### src/hdl/qrs_pkg.sv
// Package for the quadratic root solver: word types, case codes and widths.
// Used by every module of the solver and by its checker.
package qrs_pkg;

	// Fixed field widths.
	localparam int COEF_W = 16;
	localparam int ROOT_W = 40;
	localparam int CODE_W = 3;

	// Default number of fraction bits of the roots.
	localparam int OUT_FRAC_BITS_DEF = 16;

	// Bit pairs of the square root beyond the fraction bits.
	localparam int SQRT_BASE_PAIRS = 17;

	// Numerator magnitude bits beyond the fraction bits.
	localparam int NUM_BASE_BITS = 18;

	// Divisor magnitude width: |2a| is at most 2^16.
	localparam int DMAG_W = 17;

	// Case codes.
	localparam logic [CODE_W-1:0] CASE_TWO     = 3'd0;
	localparam logic [CODE_W-1:0] CASE_DOUBLE  = 3'd1;
	localparam logic [CODE_W-1:0] CASE_NO_REAL = 3'd2;
	localparam logic [CODE_W-1:0] CASE_LINEAR  = 3'd3;
	localparam logic [CODE_W-1:0] CASE_NO_SOL  = 3'd4;
	localparam logic [CODE_W-1:0] CASE_ZERO    = 3'd5;

	// Input word.
	typedef struct packed {
		logic signed [COEF_W-1:0] coef_square;
		logic signed [COEF_W-1:0] coef_linear;
		logic signed [COEF_W-1:0] coef_constant;
	} coef_t;

	// Result word.
	typedef struct packed {
		logic [CODE_W-1:0]        case_code;
		logic signed [ROOT_W-1:0] root_first;
		logic signed [ROOT_W-1:0] root_second;
		logic                     saturated;
	} result_t;

	// Context carried along the square root chain.
	typedef struct packed {
		logic [CODE_W-1:0]        code;
		logic signed [COEF_W-1:0] a;
		logic signed [COEF_W-1:0] b;
		logic signed [COEF_W-1:0] c;
	} ctx_t;

	// Context carried along the divider chain.
	typedef struct packed {
		logic [CODE_W-1:0] code;
		logic              neg1;
		logic              neg2;
	} div_side_t;

endpackage

### src/hdl/qrs_sqrt_cell.sv
// One cell of the restoring square root chain: handles one bit pair per word.
// Depends on qrs_pkg for the context type.
module qrs_sqrt_cell #(
	parameter int PAIRS = qrs_pkg::SQRT_BASE_PAIRS + qrs_pkg::OUT_FRAC_BITS_DEF
) (
	input  logic                 clk,
	input  logic                 arst_n,
	input  logic                 en,
	input  logic                 valid_in,
	input  qrs_pkg::ctx_t        ctx_in,
	input  logic [2*PAIRS-1:0]   rad_in,
	input  logic [PAIRS+1:0]     rem_in,
	input  logic [PAIRS-1:0]     root_in,
	output logic                 valid_q,
	output qrs_pkg::ctx_t        ctx_q,
	output logic [2*PAIRS-1:0]   rad_q,
	output logic [PAIRS+1:0]     rem_q,
	output logic [PAIRS-1:0]     root_q
);

	logic [PAIRS+3:0] rs;
	logic [PAIRS+3:0] tr;
	logic [PAIRS+3:0] diff;
	logic             ge;

	// Bring down the next pair and try to subtract 4*root+1.
	always_comb begin
		rs   = {rem_in, rad_in[2*PAIRS-1 -: 2]};
		tr   = {2'b00, root_in, 2'b01};
		diff = rs - tr;
		ge   = (rs >= tr);
	end

	// Valid bit.
	always_ff @(posedge clk or negedge arst_n) begin
		if (!arst_n) begin
			valid_q <= 1'b0;
		end else if (en) begin
			valid_q <= valid_in;
		end
	end

	// Payload registers.
	always_ff @(posedge clk) begin
		if (en) begin
			ctx_q  <= ctx_in;
			rad_q  <= {rad_in[2*PAIRS-3:0], 2'b00};
			rem_q  <= ge ? diff[PAIRS+1:0] : rs[PAIRS+1:0];
			root_q <= {root_in[PAIRS-2:0], ge};
		end
	end

endmodule

### config.mk
export PLATFORM = sky130hd
export DESIGN_NAME = qrs_sqrt_cell
export DESIGN_NICKNAME = d
export VERILOG_FILES = /design/src/hdl/qrs_pkg.sv /design/src/hdl/qrs_sqrt_cell.sv
export SDC_FILE = /design/constraint.sdc
export NUM_CORES = 1
export LEC_CHECK = 0
export BUFFER_PORTS_ARGS = -buffer_cell sky130_fd_sc_hd__buf_2
export CAP_MARGIN = 5
export CORE_UTILIZATION = 40
export CTS_BUF_LIST = sky130_fd_sc_hd__clkbuf_8
export DETAILED_ROUTE_END_ITERATION = 7
export PLACE_DENSITY = 0.81
export SYNTH_ARGS = -nofsm -noshare
export SYNTH_HDL_FRONTEND = slang
export SYNTH_SLANG_ARGS = --single-unit
### constraint.sdc
create_clock -name clk -period 0.9 [get_ports clk]
set_clock_uncertainty 0.1 [all_clocks]
set_input_delay 0.18 -clock clk [delete_from_list [all_inputs] [get_ports clk]]
set_output_delay 0.18 -clock clk [all_outputs]
set_load 0.02 [all_outputs]
# After elaboration in Yosys (flattened, before gate mapping)
# Index checks and enable logic that the tools add are counted.
totals:
  reg_bits: 184
  in_bits: 189
  out_inout_bits: 186
  elab_cells: 11
op_classes:
  addsub: 1
  n_lt_le_gt_ge: 1
  mux: 1
op_table:
  columns: ["operator", "count"]
  rows:
  - ["$ge 37x35->1", 1]
  - ["$mux 35", 1]
  - ["$sub 35x35->35", 1]

# Depth between registers and ports, before layout
# Gate-level depths: netlist of the first run.
logic_depth:
  depth_word: 2
  depth_mapped: 13
  mapped_depth_nobuf: 10

# Least setup slack after synthesis of the first run
# Ideal clock, no wire load.
synth_path:
  path_kind: "in2reg"
  from: "in root_in[4]"
  to: "reg rem_q[10], data pin"
  setup_time_ns: 0.260
  arrival_ns: 2.502
  required_time_ns: 0.540
  slack_ns: -1.963
  path_stages: 12
  path_buffers: 2
  path_cell_list: "inv_1 -> ha_1 -> o21a_1 -> o211ai_2 -> a311oi_1 -> nor4_2 -> a2111oi_2 -> o21a_2 -> o211a_1 -> buf_6 -> buf_12 -> mux2_4"
synth_via:
  elab_chain_cells: 2
  word_cells_on_any_way: 3
  cone_classes: "add/sub (1); order compare (1); mux (1)"
synth_rtl:
  columns: ["element", "line_no", "rtl"]
  rows:
  - ["start: declaration", "qrs_sqrt_cell.sv:13", "input logic [PAIRS-1:0] root_in,"]
  - ["$sub 35x35->35 or $ge 37x35->1 (tied branches)", "qrs_sqrt_cell.sv:30, qrs_sqrt_cell.sv:31", null]
  - ["$mux 35 (*)", "qrs_sqrt_cell.sv:48", "rem_q <= ge ? diff[PAIRS+1:0] : rs[PAIRS+1:0];"]
  - ["end signal: assignment", "qrs_sqrt_cell.sv:48", null]
  - ["end: declaration", "qrs_sqrt_cell.sv:17", "output logic [PAIRS+1:0] rem_q,"]
# Every way passes the cells marked *; elsewhere a longest branch is shown, timed or not.
# A chain may end at the register's enable or synchronous reset.

# Final worst setup path of the first run
layout_path:
  from: "in rem_in[4]"
  to: "reg rem_q[31], data pin"
layout_via:
  elab_chain_cells: 2
  word_cells_on_any_way: 3
  cone_classes: "add/sub (1); order compare (1); mux (1)"
layout_rtl:
  columns: ["element", "line_no", "rtl"]
  rows:
  - ["start: declaration", "qrs_sqrt_cell.sv:12", "input logic [PAIRS+1:0] rem_in,"]
  - ["$sub 35x35->35 or $ge 37x35->1 (tied branches)", "qrs_sqrt_cell.sv:30, qrs_sqrt_cell.sv:31", null]
  - ["$mux 35 (*)", "qrs_sqrt_cell.sv:48", null]
# Marked as above.

==> metrics.csv, run 1 <==
metric;value;unit
status;finished with violations;
violations;hold timing, setup timing;
startpoint_type;input pin;
grt_use_total;28.2;%
drtIter0Drc;558;
ant_nets;0;
cts.sinks;184;
cap_violations;0;
clock_latency;0.46;ns
cp_top_family;compound AO/OA/AOI/OAI gates;
dieArea;21100;sq um
power_leakage;6.54;nW
ys_ff_latch;184;
crit_top_cell;buf_4;
path_cells;buf_6, ha_4, o21a_1, o211ai_2, buf_4, a31o_2, a31o_1, o31a_1, o221ai_1, buf_4, mux2i_1, mux2_4;
gp_congestion;0.955;
end_kind;flop;
hold_viol_final;25;
grt_pass1_vias;7677;
nets;1423;
arrival;2.62;ns
ys_dominant_reg_cell;edfxtp_1;
antenna_found_initial;5;
path_clk_slew;0.12;ns
grt_start_max_net_pins;51;
wl_met2;16.6;mm
synthesis.area;8190;sq um
fin_crit;2.49;ns
yosysUniqueCellTypes;58;
grt_pass1_wl;44.8;mm
cts_tree;done;
ys_warn_count;0;
drt_pass1_iterations;6;
required;1.03;ns
dp_hpwl;18.6;mm
vias;7562;
syn_area_per_cell;15.1;sq um
path_class;in2reg;
placed_area;11400;sq um
coreArea;19800;sq um
start_util;41.4;%
area_delta_synth_final;77.6;%
routedWlPerCell;21.6;microns
dr.max_layer_used;met5;
yosysSeqAreaShare;67.4;%
die_h;145;microns
fillers;1139;
finalSetupTns;-129.86;ns
critPathMaxStageDelay;0.37;ns
die_x;145;microns
path_buf_inv;3;
drv_slew;0;
finalCritPeriodShare;277;%
worst_ir_drop_vdd;0.000966;V
rsz0062_at_grt;true;
drt_wl_total;31.9;mm
ioPinCount;375;
synth_cells;541;
wl_met3;2.25;mm
setup_viol;220;
h-tree-depth;4;
ys_async_sr_fraction;0.543;%
io_buffers;372;
fin_ws;-1.59;ns
fmax;401;MHz
fin_area;14600;sq um
cts_buffer_depth;2;
rows;51;
avgViaCountPerCell;5.11;
drc;0;
hp-class;in2reg;
grt-ovfl-total;0;
power_density;1660;nW/um^2
root_buffer;clkbuf_8;
cp_slowest_cell;o31a_1;
wl_met1;11.5;mm
cts_hold_buf;151;
synth_edf_count;183;
cts_buffers;17;
drive_above_1_share;50.6;%
crit_fanout;5;
holdWs;-0.0949;ns
sequential cells by signal (all words and copies together) (netlist names):
signal,count
ctx_q,51
rad_q,64
rem_q,35
root_q,33
valid_q,1
power breakdown:
| part | internal [mW] | total [mW] | leakage (nW) | switching, mW |
|---|---|---|---|---|
| sequential | 10.4 | 10.9 | 1.80 | 0.433 |
| clock | 2.15 | 5.78 | 0.204 | 3.64 |
| combinational | 3.93 | 7.47 | 4.53 | 3.54 |
kinds of logic (layout without fill, tap and decap cells):
kind of cell,Yosys count,count (layout),synth area share (%)
DFF,184,184,67.4
AOI/OAI and AO/OA,107,107,9.13
and+or+nand+nor,87,87,5.18
buffers and inverters,59,729,3.50
adders and majority gates,35,35,5.34
muxes,35,35,5.91
xor gates and xnor gates,33,33,3.53
other,1,6,0.0458
layer usage:
| layer | track usage [%] | vias to the layer above |
|---|---|---|
| li1 | - | 3366 |
| met1 | 31.7 | 3611 |
| met2 | 50.3 | 461 |
| met3 | 6.45 | 122 |
| met4 | 13.4 | 2 |
| met5 | 0 | - |
metrics by stage:
stage                     setup slack, ns  cells  power [mW]  utilization, %  hold WS, ns
after global routing                -1.65   1480        24.9            73.5       -0.118
after floorplan                     -1.75    542        13.9               -       -0.216
after detailed placement            -2.06   1286        16.4            57.7       -0.134
after CTS                           -1.54   1474        23.3            70.8       -0.125
final                               -1.59   1481        24.1            73.6      -0.0949
after global placement              -2.01   1286        16.3            57.7       -0.133
area by class of cell:
type	instances	area, sq um	area share (%)
Sequential cell	184	5520	37.9
Timing Repair Buffer	656	5430	37.3
Multi-Input combinational cell	299	2670	18.4
Tap cell	265	332	2.28
Clock buffer	17	234	1.61
Inverter	41	184	1.26
Clock inverter	15	171	1.18
Antenna cell	4	10.0	0.0688
timing repair:
item                                    4_1_cts  5_1_grt
pin swaps                                    12       14
endpoints found under the hold margin       179       26
cloned                                        1        0
endpoints found under the setup margin      220      220
setup buffers                                 5        3
gates resized for setup                     183      153
synthesized netlist by cell type, types with 4 or more instances:
| cell | n | share of area [%] |
|---|---|---|
| a21o_1 | 26 | 2.4 |
| a21oi_1 | 30 | 1.8 |
| and3_1 | 4 | 0.31 |
| clkbuf_1 | 10 | 0.46 |
| edfxtp_1 | 183 | 67 |
| ha_1 | 35 | 5.3 |
| inv_1 | 41 | 1.9 |
| mux2_2 | 7 | 0.96 |
| mux2_4 | 25 | 4.6 |
| nand2_1 | 25 | 1.1 |
| nand3_1 | 9 | 0.55 |
| nand4_1 | 8 | 0.61 |
| nor2_1 | 22 | 1.0 |
| nor2b_1 | 4 | 0.31 |
| o21ai_0 | 12 | 0.73 |
| o221ai_1 | 4 | 0.43 |
| xnor2_1 | 19 | 2.0 |
| xor2_1 | 14 | 1.5 |
cells in the final DEF, fill, tap and decap left out, types with 3 or more instances in the layout:
cell and count:
a21o_1 26, a21oi_1 25, a21oi_2 3, a31o_2 3
and3_1 3, buf_12 8, buf_2 227, buf_4 121
buf_6 144, buf_8 4, clkbuf_8 17, clkinv_8 3
diode_2 4, dlygate4sd3_1 151, edfxtp_1 183, ha_1 24
ha_4 10, inv_1 35, inv_12 4, inv_6 5
inv_8 3, mux2_4 31, mux2i_1 3, nand2_1 25
nand3_1 9, nand4_1 8, nor2_1 22, nor2b_1 3
o21a_1 3, o21ai_0 10, o21ai_1 3, o21bai_1 3
xnor2_1 18, xor2_1 14
path summary, 6_finish.rpt:
kind / from / to / slack [ns] / cells past startpoint
worst max register to register: valid_q$_DFFE_PN0P_ / valid_q$_DFFE_PN0P_ / 0.02 / 1
min in group asynchronous: arst_n / valid_q$_DFFE_PN0P_ / 0.47 / 3
worst min-delay path: rem_in[0] / rem_q[2]$_DFFE_PP_ / -0.09 / 2
max in group asynchronous: arst_n / valid_q$_DFFE_PN0P_ / 0.11 / 3
worst max-delay path: rem_in[4] / rem_q[31]$_DFFE_PP_ / -1.59 / 12
worst min register to register: valid_q$_DFFE_PN0P_ / valid_q$_DFFE_PN0P_ / 0.44 / 1
(Power assumes the default switching activity.)
==> run 2, diff against run 1 <==
--- a/config.mk
+++ b/config.mk
@@ -10,6 +10,7 @@
 export CORE_UTILIZATION = 40
 export CTS_BUF_LIST = sky130_fd_sc_hd__clkbuf_8
 export DETAILED_ROUTE_END_ITERATION = 7
+export GPL_TIMING_DRIVEN = 0
 export PLACE_DENSITY = 0.81
 export SYNTH_ARGS = -nofsm -noshare
 export SYNTH_HDL_FRONTEND = slang
==> metrics.csv, run 2 (synthesis results as in run 1) <==
metric;value;unit
status;finished with violations;
violations;hold timing, setup timing;
slew_headroom;62.3;%
holdWs;-0.0561;ns
start_util;41.4;%
pre_cts_slack;-2.42;ns
worst_ir_drop_vdd;0.00134;V
finalCritPeriodShare;291;%
rsz0062_at_grt;true;
vias;7011;
cts_buffers;17;
min_path_cells;2;
setup_viol;220;
root_buffer;clkbuf_8;
nets;1328;
drv_slew;0;
top_register;rad_q;
coreArea;19800;sq um
largest_reg_flops;64;
io_buffers;372;
fin_ws;-1.72;ns
timing.rr.end;valid_q$_DFFE_PN0P_;
ioPinCount;375;
fmax;382;MHz
required;1.01;ns
final_cell_mix;231 x buf_2, 183 x edfxtp_1, 153 x dlygate4sd3_1, 142 x buf_6, 36 x inv_1;
grt-ovfl-total;0;
clock_latency;0.44;ns
grt_start_max_net_pins;100;
rows;51;
gp_congestion;0.891;
cap_violations;0;
dp_hpwl;17.6;mm
power_leakage;6.05;nW
drt_pass1_iterations;5;
die_x;145;microns
fin_crit;2.62;ns
die_h;145;microns
crit_fanout;7;
hold_viol_final;28;
routedWlPerCell;21.0;microns
arrival;2.73;ns
cts_hold_buf;153;
dieArea;21100;sq um
hp-start;rem_in[0];
drtIter0Drc;384;
drive_above_1_share;46.8;%
power_density;1670;nW/um^2
grt_use_total;25.9;%
cts.sinks;184;
cts_tree;done;
hp-class;in2reg;
grt_pass1_vias;7096;
end_kind;flop;
grt_pass1_wl;41.0;mm
r2r-start;valid_q$_DFFE_PN0P_;
ant_nets;0;
antenna_found_initial;7;
cts_buffer_depth;2;
area_delta_synth_final;68.5;%
avgViaCountPerCell;5.05;
layout_commonest_cell;buf_2;
stdcell_count;1388;
holdPathEnd;rem_q[2]$_DFFE_PP_;
startpoint_type;input pin;
drc;0;
r2r_slack;0.01;ns
top_regs;rad_q (64), ctx_q (51), rem_q (35);
h-tree-depth;4;
drt_wl_total;29.1;mm
dp.cells;1180;
path_class;in2reg;
worst_pin_slew;0.565;ns
r2r_cells;1;
path_clk_slew;0.10;ns
==> run 2: cell count changes in the layout (fill, tap and decap cells not counted), sizes merged <==
cell / delta
buf: -105
clkbuf: +8
diode: +3
inv: -3
dlygate4sd3: +2
clkinv: +1
clkinvlp: +1
==> run 2: repair_timing <==
| item | 4_1_cts | 5_1_grt |
|---|---|---|
| setup buffers | 16 | 4 |
| endpoints found under the hold margin | 183 | 30 |
| resized for setup | 179 | 143 |
| pin swaps | 4 | 6 |
| setup endpoints to repair | 319 | 319 |
| gates cloned | 1 | 2 |
==> run 2: layout make-up <==
| class | instances | area (sq um) |
|---|---|---|
| Fill cell | 1267 | 5980 |
| Tap cell | 265 | 332 |
| Clock buffer | 17 | 234 |
| Inverter | 41 | 179 |
| Timing Repair Buffer | 547 | 4540 |
| Buffer | 14 | 164 |
| Multi-Input combinational cell | 299 | 2680 |
| Clock inverter | 14 | 139 |
| Antenna cell | 7 | 17.5 |
| Sequential cell | 184 | 5520 |
==> run 2: through the flow <==
stage          instance area [sq um]  setup TNS (ns)  power, mW  utilization [%]
2_1_floorplan                   8380          -60.73       13.9                -
5_1_grt                        13800         -141.34       23.8             69.8
6_report                       13800         -129.16       23.0             69.8
4_1_cts                        13300         -155.99       22.4             67.2
3_5_place_dp                   10600         -182.15       15.9             53.6
3_3_place_gp                   10600         -572.98       15.8             53.4
==> run 2: where the power goes <==
part           leakage, nW  internal (mW)  switching (mW)
clock network        0.190           2.04            3.37
registers             1.80           10.4           0.406
logic                 4.06           3.45            3.33
total                 6.05           15.9            7.10
==> run 2: how the worst max path moves through the flow <==
stage / start / endpoint / cells past startpoint
floorplan: root_in[23] / rem_q[10]$_DFFE_PP_ / 11
global placement: en / valid_q$_DFFE_PN0P_ / 2
detailed placement: root_in[5] / rem_q[34]$_DFFE_PP_ / 11
CTS: root_in[0] / rem_q[14]$_DFFE_PP_ / 14
global route: root_in[8] / rem_q[14]$_DFFE_PP_ / 13
finish: root_in[3] / rem_q[14]$_DFFE_PP_ / 14
==> run 2: per-layer routing <==
metal  up-vias  track usage (%)  routed length [microns]
li1       3180                -                        -
met1      3416             28.3                    10500
met2       343             45.8                    15300
met3        72             7.26                     2070
met4         0             13.4                     1280
met5         -                0                        0
==> run 2: critical path: stages <==
cell       delay (ns)
buf_2            0.11
inv_1            0.08
ha_4             0.22
o21a_1           0.20
o211ai_2         0.21
a311oi_2         0.08
nor4_4           0.34
a2111oi_4        0.15
o21a_2           0.23
o211a_1          0.23
buf_8            0.16
buf_12           0.13
buf_16           0.13
mux2_4           0.29
